### config.mk
export PLATFORM = sky130hd
export DESIGN_NAME = hrrn_ready_set_selector_unit
export DESIGN_NICKNAME = d
export VERILOG_FILES = /design/src/hdl/hrrn_pkg.sv /design/src/hdl/hrrn_ready_set_selector_unit.sv /design/src/hdl/hrrn_eval.sv /design/src/hdl/hrrn_cmp.sv
export SDC_FILE = /design/constraint.sdc
export NUM_CORES = 2
export LEC_CHECK = 0
export BUFFER_PORTS_ARGS = -buffer_cell sky130_fd_sc_hd__clkbuf_2
export CAP_MARGIN = 30
export CORE_AREA = 2 2 385 387
export DETAILED_ROUTE_END_ITERATION = 6
export DIE_AREA = 0 0 387 389
export PLACE_DENSITY_LB_ADDON = 0.12
export SLEW_MARGIN = 20
export SYNTH_ARGS = -nofsm -noshare
export SYNTH_HDL_FRONTEND = slang
export SYNTH_SLANG_ARGS = --single-unit
### constraint.sdc
create_clock -name i_clk -period 10.7 [get_ports i_clk]
set_input_delay 0.535 -clock i_clk [delete_from_list [all_inputs] [get_ports i_clk]]
set_output_delay 0.535 -clock i_clk [all_outputs]
set_load 0.005 [all_outputs]
### src/hdl/hrrn_pkg.sv
// Shared types and codes for the highest-response-ratio-next ready-set selector.
// Used by hrrn_eval, hrrn_cmp and hrrn_ready_set_selector_unit; depends on nothing.
`default_nettype none

package hrrn_pkg;

    localparam int ID_W    = 8;
    localparam int WAIT_W  = 16;
    localparam int TIME_W  = 32;
    localparam int BURST_W = 16;
    localparam int OCC_W   = 5;

    localparam logic CMD_ENQ = 1'b0;
    localparam logic CMD_SEL = 1'b1;

    localparam logic [1:0] ST_ENQUEUED = 2'd0;
    localparam logic [1:0] ST_SELECTED = 2'd1;
    localparam logic [1:0] ST_EMPTY    = 2'd2;
    localparam logic [1:0] ST_FULL     = 2'd3;

    localparam logic [WAIT_W-1:0] WAIT_MAX = {WAIT_W{1'b1}};

    typedef struct packed {
        logic [ID_W-1:0]    id;
        logic [WAIT_W-1:0]  wait_v;
        logic [TIME_W-1:0]  ready;
        logic [BURST_W-1:0] burst;
    } t_entry;

    typedef struct packed {
        logic [WAIT_W-1:0]  wait_v;
        logic [BURST_W-1:0] burst;
    } t_ratio;

endpackage

`default_nettype wire

### src/hdl/hrrn_ready_set_selector_unit.sv
// Highest-response-ratio-next ready-set selector, top level; uses hrrn_pkg, hrrn_eval, hrrn_cmp.
// Enqueue, empty-set and full-set: the result passes from S_FINISH into the output register,
//   and the next accept follows in S_IDLE. Select over N tasks: S_SCAN reads and compares
//   every task, then S_SHIFT moves each task after the winner one slot down to close the gap.
// One transaction at a time, paced by the single memory read port; output stalls extend S_FINISH.
// Synchronous active-low reset empties the set and drops any pending result.
`default_nettype none

module hrrn_ready_set_selector_unit
    import hrrn_pkg::*;
#(
    parameter int SLOTS = 16
) (
    input  wire logic               i_clk,
    input  wire logic               i_rst_n,
    // Input channel.
    input  wire logic               i_in_valid,
    output logic                    o_in_stall,
    input  wire logic               i_cmd,
    input  wire logic [ID_W-1:0]    i_task_id,
    input  wire logic [WAIT_W-1:0]  i_wait_so_far,
    input  wire logic [TIME_W-1:0]  i_ready_time,
    input  wire logic [BURST_W-1:0] i_burst_len,
    input  wire logic [TIME_W-1:0]  i_now,
    // Output channel.
    output logic                    o_out_valid,
    input  wire logic               i_out_stall,
    output logic [1:0]              o_status,
    output logic [ID_W-1:0]         o_chosen_id,
    output logic [WAIT_W-1:0]       o_chosen_wait,
    output logic [OCC_W-1:0]        o_occupancy
);

    localparam int IW = $clog2(SLOTS);
    localparam int CW = $clog2(SLOTS + 1);
    localparam logic [CW-1:0] SLOTS_C = CW'(SLOTS);

    typedef enum logic [1:0] {
        S_IDLE,
        S_SCAN,
        S_SHIFT,
        S_FINISH
    } t_state;

    // The ready set lives in a single-port-write, single-port-read memory.
    t_entry        mem [SLOTS];
    t_entry        r_rd_data;
    logic          wr_en;
    logic [IW-1:0] wr_addr;
    t_entry        wr_data;
    logic [IW-1:0] rd_addr;

    t_state               r_state;
    logic [CW-1:0]        r_count;
    logic [CW-1:0]        r_src;
    logic                 r_rv;
    logic [IW-1:0]        r_rd_tag;
    logic [TIME_W-1:0]    r_now;
    logic [IW-1:0]        r_best_idx;
    logic [ID_W-1:0]      r_best_id;
    t_ratio               r_best;
    logic [1:0]           r_res_status;
    logic [ID_W-1:0]      r_res_id;
    logic [WAIT_W-1:0]    r_res_wait;

    logic                 in_accept;
    logic                 out_free;
    logic [CW-1:0]        count_m1;
    logic [CW+OCC_W-1:0]  occ_ext;
    t_entry               in_entry;

    logic                 ev_valid;
    logic [IW-1:0]        ev_idx;
    logic [ID_W-1:0]      ev_id;
    t_ratio               ev_ratio;
    logic                 better;
    logic                 take;
    logic [IW-1:0]        n_best_idx;

    assign o_in_stall = (r_state != S_IDLE);
    assign in_accept  = i_in_valid && !o_in_stall;
    assign out_free   = !o_out_valid || !i_out_stall;
    assign count_m1   = r_count - CW'(1);
    assign occ_ext    = {{OCC_W{1'b0}}, r_count};

    // Field order follows the record layout: id, wait, ready time, burst.
    assign in_entry = {i_task_id, i_wait_so_far, i_ready_time, i_burst_len};

    // Scan pipeline: memory read, then wait/burst evaluation, then the ratio compare.
    hrrn_eval #(
        .IW (IW)
    ) u_eval (
        .i_clk   (i_clk),
        .i_rst_n (i_rst_n),
        .i_valid (r_rv && (r_state == S_SCAN)),
        .i_idx   (r_rd_tag),
        .i_entry (r_rd_data),
        .i_now   (r_now),
        .o_valid (ev_valid),
        .o_idx   (ev_idx),
        .o_id    (ev_id),
        .o_ratio (ev_ratio)
    );

    hrrn_cmp u_cmp (
        .i_cand   (ev_ratio),
        .i_best   (r_best),
        .o_better (better)
    );

    // The first task seeds the best; a later one replaces it only when strictly better,
    // so ties stay with the earliest inserted task.
    assign take       = ev_valid && ((ev_idx == '0) || better);
    assign n_best_idx = take ? ev_idx : r_best_idx;

    // Memory ports: enqueue writes at the tail, the gap-closing sweep writes one slot down.
    always_comb begin
        rd_addr = r_src[IW-1:0];
        if (r_state == S_SHIFT) begin
            wr_en   = r_rv;
            wr_addr = r_rd_tag - IW'(1);
            wr_data = r_rd_data;
        end else begin
            wr_en   = in_accept && (i_cmd == CMD_ENQ) && (r_count != SLOTS_C);
            wr_addr = r_count[IW-1:0];
            wr_data = in_entry;
        end
    end

    always_ff @(posedge i_clk) begin
        if (wr_en) begin
            mem[wr_addr] <= wr_data;
        end
        r_rd_data <= mem[rd_addr];
    end

    // Sequencer with its registered outputs.
    always_ff @(posedge i_clk) begin
        if (!i_rst_n) begin
            r_state     <= S_IDLE;
            r_count     <= '0;
            r_src       <= '0;
            r_rv        <= 1'b0;
            o_out_valid <= 1'b0;
        end else begin
            // A finished transaction is presented once the output register is free.
            if ((r_state == S_FINISH) && out_free) begin
                o_out_valid <= 1'b1;
            end else if (!i_out_stall) begin
                o_out_valid <= 1'b0;
            end
            case (r_state)
                S_IDLE: begin
                    r_rv <= 1'b0;
                    if (in_accept) begin
                        r_res_id   <= '0;
                        r_res_wait <= '0;
                        r_src      <= '0;
                        r_now      <= i_now;
                        if (i_cmd == CMD_ENQ) begin
                            if (r_count == SLOTS_C) begin
                                r_res_status <= ST_FULL;
                            end else begin
                                r_res_status <= ST_ENQUEUED;
                                r_count      <= r_count + CW'(1);
                            end
                            r_state <= S_FINISH;
                        end else if (r_count == '0) begin
                            r_res_status <= ST_EMPTY;
                            r_state      <= S_FINISH;
                        end else begin
                            r_state <= S_SCAN;
                        end
                    end
                end
                S_SCAN: begin
                    if (take) begin
                        r_best_id <= ev_id;
                        r_best    <= ev_ratio;
                    end
                    r_best_idx <= n_best_idx;
                    if (ev_valid && (ev_idx == count_m1[IW-1:0])) begin
                        // Last task compared: close the gap from the slot after the winner.
                        r_src   <= CW'(n_best_idx) + CW'(1);
                        r_rv    <= 1'b0;
                        r_state <= S_SHIFT;
                    end else if (r_src < r_count) begin
                        // Issue one read per cycle over the occupied slots.
                        r_rv     <= 1'b1;
                        r_rd_tag <= r_src[IW-1:0];
                        r_src    <= r_src + CW'(1);
                    end else begin
                        r_rv <= 1'b0;
                    end
                end
                S_SHIFT: begin
                    if (r_src < r_count) begin
                        r_rv     <= 1'b1;
                        r_rd_tag <= r_src[IW-1:0];
                        r_src    <= r_src + CW'(1);
                    end else begin
                        r_rv <= 1'b0;
                        if (!r_rv) begin
                            r_count      <= count_m1;
                            r_res_status <= ST_SELECTED;
                            r_res_id     <= r_best_id;
                            r_res_wait   <= r_best.wait_v;
                            r_state      <= S_FINISH;
                        end
                    end
                end
                S_FINISH: begin
                    // Hold the result until the output register is free.
                    if (out_free) begin
                        r_state <= S_IDLE;
                    end
                end
                default: begin
                    r_state <= S_IDLE;
                end
            endcase
        end
        if ((r_state == S_FINISH) && out_free) begin
            o_status      <= r_res_status;
            o_chosen_id   <= r_res_id;
            o_chosen_wait <= r_res_wait;
            o_occupancy   <= occ_ext[OCC_W-1:0];
        end
    end

endmodule

`default_nettype wire

### src/hdl/hrrn_eval.sv
// Register stage that turns one stored task record into its current wait and burst.
// Depends on hrrn_pkg.
`default_nettype none

module hrrn_eval
    import hrrn_pkg::*;
#(
    parameter int IW = 4
) (
    input  wire logic              i_clk,
    input  wire logic              i_rst_n,
    input  wire logic              i_valid,
    input  wire logic [IW-1:0]     i_idx,
    input  wire t_entry            i_entry,
    input  wire logic [TIME_W-1:0] i_now,
    output logic                   o_valid,
    output logic [IW-1:0]          o_idx,
    output logic [ID_W-1:0]        o_id,
    output t_ratio                 o_ratio
);

    logic [TIME_W+1:0] sum;
    logic              neg;
    logic              over;
    t_ratio            ratio;

    // Stored wait plus the signed clock difference, then clamped to the wait range.
    always_comb begin
        sum = {2'b00, {(TIME_W-WAIT_W){1'b0}}, i_entry.wait_v}
            + {2'b00, i_now} - {2'b00, i_entry.ready};
        neg  = sum[TIME_W+1];
        over = !neg && (|sum[TIME_W:WAIT_W]);
        if (neg) begin
            ratio.wait_v = '0;
        end else if (over) begin
            ratio.wait_v = WAIT_MAX;
        end else begin
            ratio.wait_v = sum[WAIT_W-1:0];
        end
        ratio.burst = (i_entry.burst == '0) ? BURST_W'(1) : i_entry.burst;
    end

    always_ff @(posedge i_clk) begin
        if (!i_rst_n) begin
            o_valid <= 1'b0;
        end else begin
            o_valid <= i_valid;
        end
        o_idx   <= i_idx;
        o_id    <= i_entry.id;
        o_ratio <= ratio;
    end

endmodule

`default_nettype wire

### src/hdl/hrrn_cmp.sv
// Exact cross-multiplied compare of two response ratios.
// Depends on hrrn_pkg.
`default_nettype none

module hrrn_cmp
    import hrrn_pkg::*;
(
    input  wire t_ratio i_cand,
    input  wire t_ratio i_best,
    output logic        o_better
);

    logic [WAIT_W+BURST_W-1:0] cand_prod;
    logic [WAIT_W+BURST_W-1:0] best_prod;

    // (w+b)/b ordering equals w/b ordering, so compare w_c*b_b against w_b*b_c.
    always_comb begin
        cand_prod = {{BURST_W{1'b0}}, i_cand.wait_v} * {{WAIT_W{1'b0}}, i_best.burst};
        best_prod = {{BURST_W{1'b0}}, i_best.wait_v} * {{WAIT_W{1'b0}}, i_cand.burst};
        o_better  = cand_prod > best_prod;
    end

endmodule

`default_nettype wire

# After elaboration in Yosys (flattened, before gate mapping)
# Memories as Yosys holds them, arrays and structs flattened. A register that Yosys moved wholly into a read port is not among the register bits.
# Index checks and enable logic that the tools add are counted.
# Widths: inputs -> output; s select.
# word_totals
ff_bits,196
mem_bits_rw,1152
word_cells,132
n_memories,1
# classes
n_addsub,7
multipliers,2
order_cmp,2
n_eq_ne,16
mux,48
n_bitwise,1
reduce_logical,32
# mem_list
memory,depth,width,rd,rd_ports_with_merged_regs,wr,line_no,text
mem,16,72,1,1,1,hrrn_ready_set_selector_unit.sv:46,t_entry mem [SLOTS];
# ops
cell,n
$mux 72,1
$mul 16x16->32,2
$mux 16,4
$mux 5,8
$sub 34x32->34,1
$add 16x32->33,1
$gt 32x32->1,1
$pmux 16 s2,1
$mux 2,13
$mux 8,3
$reduce_or 17->1,1
$logic_not 16->1,1
$mux 4,4
$pmux 8 s2,1
$pmux 5 s3,1
$ne 2x2->1 const B,7
$reduce_and 6->1,2
$add 5x1->5 const B,2
$pmux 5 s2,1
$reduce_and 5->1,2
$reduce_and 3->1,3
$logic_and 1x1->1,8
$pmux 2 s4,1
$pmux 4 s2,1
other kinds (23),38

# Logic depth before layout (Yosys ltp)
# depth
depth_word,8
mapped_depth,37
mapped_depth_nobuf,36

# Cells and area by module
# From an unflattened synthesis, not the netlist that was laid out.
# hier_totals
cells_unflattened,4766
hier_area_um2,73635.6
# by_module_without_submodules
module,instances,cells_each,area_each_um2
hrrn_ready_set_selector_unit,1,2136,51414.3
hrrn_cmp,1,2086,17933.4
hrrn_eval,1,544,4287.9

# Worst setup path after synthesis
# OpenSTA, ideal clock, no wires.
# synth_path
path_type,register to register
startpoint,register u_eval.o_ratio[1] (netlist bit)
endpoint,register r_best[0] (netlist bit) (enable)
setup_ns,0.401
t_arrival_ns,8.034
setup_slack_ns,2.265
path_stages_with_launch,30
cell_sequence,dfxtp_1 -> clkbuf_1 -> nand2_1 -> fa_1 -> fa_1 -> inv_1 -> fa_1 -> fa_1 -> fa_1 -> inv_1 -> fa_1 -> inv_1 -> ha_1 -> a21o_1 -> o21ai_0 -> o211ai_1 -> a31oi_1 -> o41ai_1 -> o22a_1 -> a41oi_1 -> a21oi_1 -> a211oi_1 -> xor2_1 -> ha_1 -> and4_1 -> nand3_1 -> nor3_1 -> o21ai_0 -> o211ai_1 -> and3_1
# synth_via
elab_chain_cells,5
# synth_lines
item,line_no,text
start: declaration,hrrn_eval.sv:19,output t_ratio o_ratio
start signal: assignment,hrrn_eval.sv:51,o_ratio <= ratio;
$mul 16x16->32,hrrn_cmp.sv:19,"best_prod = {{BURST_W{1'b0}}, i_best.wait_v} * {{WAIT_W{1'b0}}, i_cand.burst};"
$gt 32x32->1,hrrn_cmp.sv:20,o_better = cand_prod > best_prod;
$logic_or 1x1->1,hrrn_ready_set_selector_unit.sv:113,assign take = ev_valid && ((ev_idx == '0) || better);
$logic_and 1x1->1,hrrn_ready_set_selector_unit.sv:113,
$reduce_and 3->1 (no source line),-,
end signal: assignment,hrrn_ready_set_selector_unit.sv:179,r_best <= ev_ratio;
end: declaration,hrrn_ready_set_selector_unit.sv:61,t_ratio r_best;
# No other way between the ends.
# A chain may end at the register's enable or synchronous reset.

# Worst setup path after layout
# layout_path
startpoint,register r_best[7] (netlist bit)
endpoint,register r_src[1]
# layout_via
elab_chain_cells,8
# layout_lines
item,line_no,text
$mul 16x16->32,hrrn_cmp.sv:18,"cand_prod = {{BURST_W{1'b0}}, i_cand.wait_v} * {{WAIT_W{1'b0}}, i_best.burst};"
$gt 32x32->1,hrrn_cmp.sv:20,
$logic_or 1x1->1,hrrn_ready_set_selector_unit.sv:113,
$logic_and 1x1->1,hrrn_ready_set_selector_unit.sv:113,
$mux 4,hrrn_ready_set_selector_unit.sv:114,assign n_best_idx = take ? ev_idx : r_best_idx;
net n_best_idx[1],hrrn_ready_set_selector_unit.sv:78,logic [IW-1:0] n_best_idx;
$add 4x1->5,hrrn_ready_set_selector_unit.sv:184,r_src <= CW'(n_best_idx) + CW'(1);
$mux 5,hrrn_ready_set_selector_unit.sv:182,if (ev_valid && (ev_idx == count_m1[IW-1:0])) begin
$pmux 5 s3,hrrn_ready_set_selector_unit.sv:152,case (r_state)
end signal: assignment,hrrn_ready_set_selector_unit.sv:184,
end signal: assignment,hrrn_ready_set_selector_unit.sv:191,r_src <= r_src + CW'(1);
end signal: assignment,hrrn_ready_set_selector_unit.sv:200,r_src <= r_src + CW'(1);
end: declaration,hrrn_ready_set_selector_unit.sv:55,logic [CW-1:0] r_src;
# The timed path passes the listed nets, and every way through them passes these cells.

==> results.sh <==
export IMPL_die_area_um2=150500
export IMPL_yosysUniqueCellTypes=82
export IMPL_clockBufferDepth=3
export IMPL_cp_slowest_stage_delay_ns=0.90
export IMPL_io_pins=142
export IMPL_worst_path_buf_inv=5
export IMPL_h_tree_depth=4
export IMPL_io_buffers=141
export IMPL_die_w_um=387
export IMPL_critPathLaunchType="register"
export IMPL_rsz0062_at_grt="false"
export IMPL_required_ns=11.32
export IMPL_synth_enable_flop_cells=1289
export IMPL_clock_fmax_mhz=103.9
export IMPL_yosysSeqAreaShare_pct=56.92
export IMPL_num_vias=39564
export IMPL_grt_max_degree=121
export IMPL_post_cts_buffers=0
export IMPL_drc=0
export IMPL_relSlewSlack_pct=30.65
export IMPL_min_path_type="input pin to register"
export IMPL_drv_cap=0
export IMPL_synthArstFlopShare_pct=0
export IMPL_cp_depth=33
export IMPL_setup_viol=0
export IMPL_core_um2=146600
export IMPL_syn_nets=5459
export IMPL_synth_ff_latch_count=1420
export IMPL_overflow=0
export IMPL_cp_slowest_cell="edfxtp_1"
export IMPL_grt_pass1_vias=40820
export IMPL_drt_first_pass_iters=7
export IMPL_hold_depth=2
export IMPL_cts_buffers=146
export IMPL_die_y_um=389
export IMPL_final_hold_viol_count=0
export IMPL_num_rows=141
export IMPL_r2r_end="r_src[1]$_SDFFE_PN0P_"
export IMPL_grt_first_pass_wirelength_um=267300
export IMPL_insertion_delay_ns=0.78
export IMPL_worst_path_dominant_cell_family="adder cells"
export IMPL_place_gp_congestion=0.8671
export IMPL_status="finished, final reports clean"
export IMPL_areaGrowthSynthToFinish_pct=11.76
export IMPL_cp_max_fo=16
export IMPL_fillerInstances=11612
export IMPL_dpl_hpwl_um=112400
export IMPL_synth_area_um2=72610
export IMPL_crit_top_cell="fa_1"
export IMPL_hold_path_end="u_eval.o_valid$_SDFF_PN0_"
export IMPL_arrival_ns=10.25
export IMPL_yosysWarnings=0
export IMPL_reg2reg_from="r_best[7]$_DFFE_PP_"
export IMPL_worst_r2r_cell_count=33
export IMPL_grtUsageTotal_pct=24.22
export IMPL_period_minus_slack_ns=9.627
export IMPL_wl_per_cell_um=25.91
export IMPL_hold_ws_ns=0.1290
export IMPL_synth_main_ff_cell="edfxtp_1"
export IMPL_antenna_found_initial=22
export IMPL_avgSynthCellArea_um2=15.59
export IMPL_rrSetupSlack_ns=1.07
export IMPL_path_clk_slew_ns=0.06
export IMPL_finalNetCount=5668
export IMPL_finalCritPeriodShare_pct=89.97
export IMPL_cts_sinks=1420
export IMPL_cts_root_buf="clkbuf_16"
export IMPL_vias_per_cell=5.717
export IMPL_setup_worst_path_end_class="register"
export IMPL_synthCells=4657
export IMPL_drive_gt1_share_pct=18.62
export IMPL_tightest_slew_ns=1.040
export IMPL_start_util_pct=49.53
export IMPL_slew_violations=0
export IMPL_cts_tree="done"
export IMPL_crit_type="register to register"
export IMPL_finalSetupTns_ns=0
export IMPL_first_iter_violations=3412
export IMPL_wl_um=179300
export IMPL_cts_resized=0
export IMPL_ant_nets=0
export IMPL_skew_ns=0.02427
export IMPL_hold_path_startpoint="i_rst_n"
==> per-layer routing <==
| layer | track usage (%) | part of all wire [%] |
|---|---|---|
| met1 | 33.82 | 43 |
| met2 | 39.37 | 48 |
| met3 | 4.700 | 6.1 |
| met4 | 6.146 | 2.3 |
| met5 | 0 | 0.056 |
==> final cells by class <==
class | instances | area, um2 | share of cell area [%]
sequential | 1420 | 41340 | 50.95
tap | 1930 | 2415 | 2.976
antenna | 1 | 2.502 | 0.003084
timing repair buffer | 250 | 1775 | 2.188
clock buffer | 195 | 4031 | 4.968
clock inverter | 77 | 864.6 | 1.065
inverter | 534 | 2004 | 2.470
multi-input combinational | 2514 | 28710 | 35.38
==> logic make-up (layout without fill, tap and decap cells) <==
logic type | count (synthesis) | after routing | synth area share (%)
AO/OA/AOI/OAI | 356 | 356 | 3.312
XOR/XNOR | 113 | 113 | 1.363
adder cells (fa/ha/maj) | 693 | 693 | 15.97
buffers and inverters | 723 | 1056 | 3.762
flip-flops | 1420 | 1420 | 56.92
multiplexers | 444 | 444 | 12.46
other | 0 | 1 | 0
AND/OR/NAND/NOR | 908 | 908 | 6.217
==> cells in the final DEF (no fill, tap or decap), drive strengths merged, types with 49 or more instances in the layout <==
cell type / netlist / final
a21oi: 117 / 117
and2: 272 / 272
buf: 28 / 77
clkbuf: 161 / 336
clkinv: 0 / 49
dfxtp: 131 / 131
edfxtp: 1289 / 1289
fa: 390 / 390
ha: 303 / 303
inv: 534 / 543
mux2: 77 / 77
mux4: 360 / 360
nand2: 354 / 354
nor2: 101 / 101
o21ai: 64 / 64
xnor2: 74 / 74
==> worst max-delay path by stage <==
stage	startpoint	endpoint
finish	r_best[7]$_DFFE_PP_	r_src[1]$_SDFFE_PN0P_
global route	r_best[7]$_DFFE_PP_	r_src[1]$_SDFFE_PN0P_
detailed placement	r_best[7]$_DFFE_PP_	r_src[1]$_SDFFE_PN0P_
CTS	u_eval.o_ratio[25]$_SDFF_PN0_	r_src[1]$_SDFFE_PN0P_
global placement	r_best[7]$_DFFE_PP_	r_best[2]$_DFFE_PP_
floorplan	u_eval.o_ratio[1]$_SDFF_PN0_	r_best[0]$_DFFE_PP_
==> Yosys cell counts (4+ instances only) <==
library cell | number | area [um2]
a31oi_1 | 11 | 68.82
xnor2_1 | 74 | 648.1
inv_1 | 534 | 2004
nor2b_1 | 19 | 118.9
nor3b_1 | 12 | 90.09
dfxtp_1 | 131 | 2623
a21o_1 | 42 | 315.3
and2_1 | 271 | 1695
clkbuf_1 | 160 | 600.6
a21oi_1 | 104 | 520.5
nor4_1 | 6 | 37.54
and3_1 | 19 | 118.9
o2111ai_1 | 4 | 35.03
nand2_1 | 354 | 1329
mux4_2 | 360 | 8108
o31ai_1 | 9 | 67.56
a21oi_2 | 11 | 96.34
or2_2 | 5 | 31.28
nor3_1 | 42 | 210.2
edfxtp_1 | 1289 | 38710
o21bai_1 | 17 | 127.6
xor2_1 | 39 | 341.6
o211ai_1 | 10 | 75.07
nor2_1 | 101 | 379.1
a311oi_1 | 4 | 35.03
nand3_1 | 29 | 145.1
buf_1 | 25 | 93.84
nand2b_1 | 18 | 112.6
o21ai_1 | 4 | 20.02
o21a_1 | 14 | 105.1
or3_1 | 6 | 37.54
o21ai_0 | 57 | 285.3
a211oi_1 | 8 | 60.06
mux2i_1 | 7 | 70.07
mux2_2 | 77 | 867.1
fa_1 | 390 | 7807
nand4_1 | 14 | 87.58
ha_1 | 303 | 3791
and4_1 | 4 | 35.03
==> what timing repair did <==
action	in CTS	in global routing
setup endpoints to repair	0	0
endpoints found under the hold margin	32	0
hold buffers	32	0
==> per-stage QoR <==
stage	setup WS (ns)	util, %	instances	instance area (um2)
2_1_floorplan	2.265	-	4657	72610
3_3_place_gp	1.262	51.64	6606	75710
3_5_place_dp	1.220	51.77	6615	75900
4_1_cts	1.165	55.33	6919	81120
5_1_grt	0.5883	55.35	6921	81150
6_report	1.073	55.35	6921	81150
==> sequential cells by signal, summed over array words and instances, names as in the netlist, 16 cells and up <==
| signal | flops |
|---|---|
| r_res_wait | 16 |
| r_now | 32 |
| mem | 1152 |
| r_best | 32 |
| r_rd_data | 72 |
| u_eval.o_ratio | 32 |
| o_chosen_wait | 16 |
Power is not shown: default switching activity piles up to over one toggle a cycle in this logic, so the estimate is an artifact.
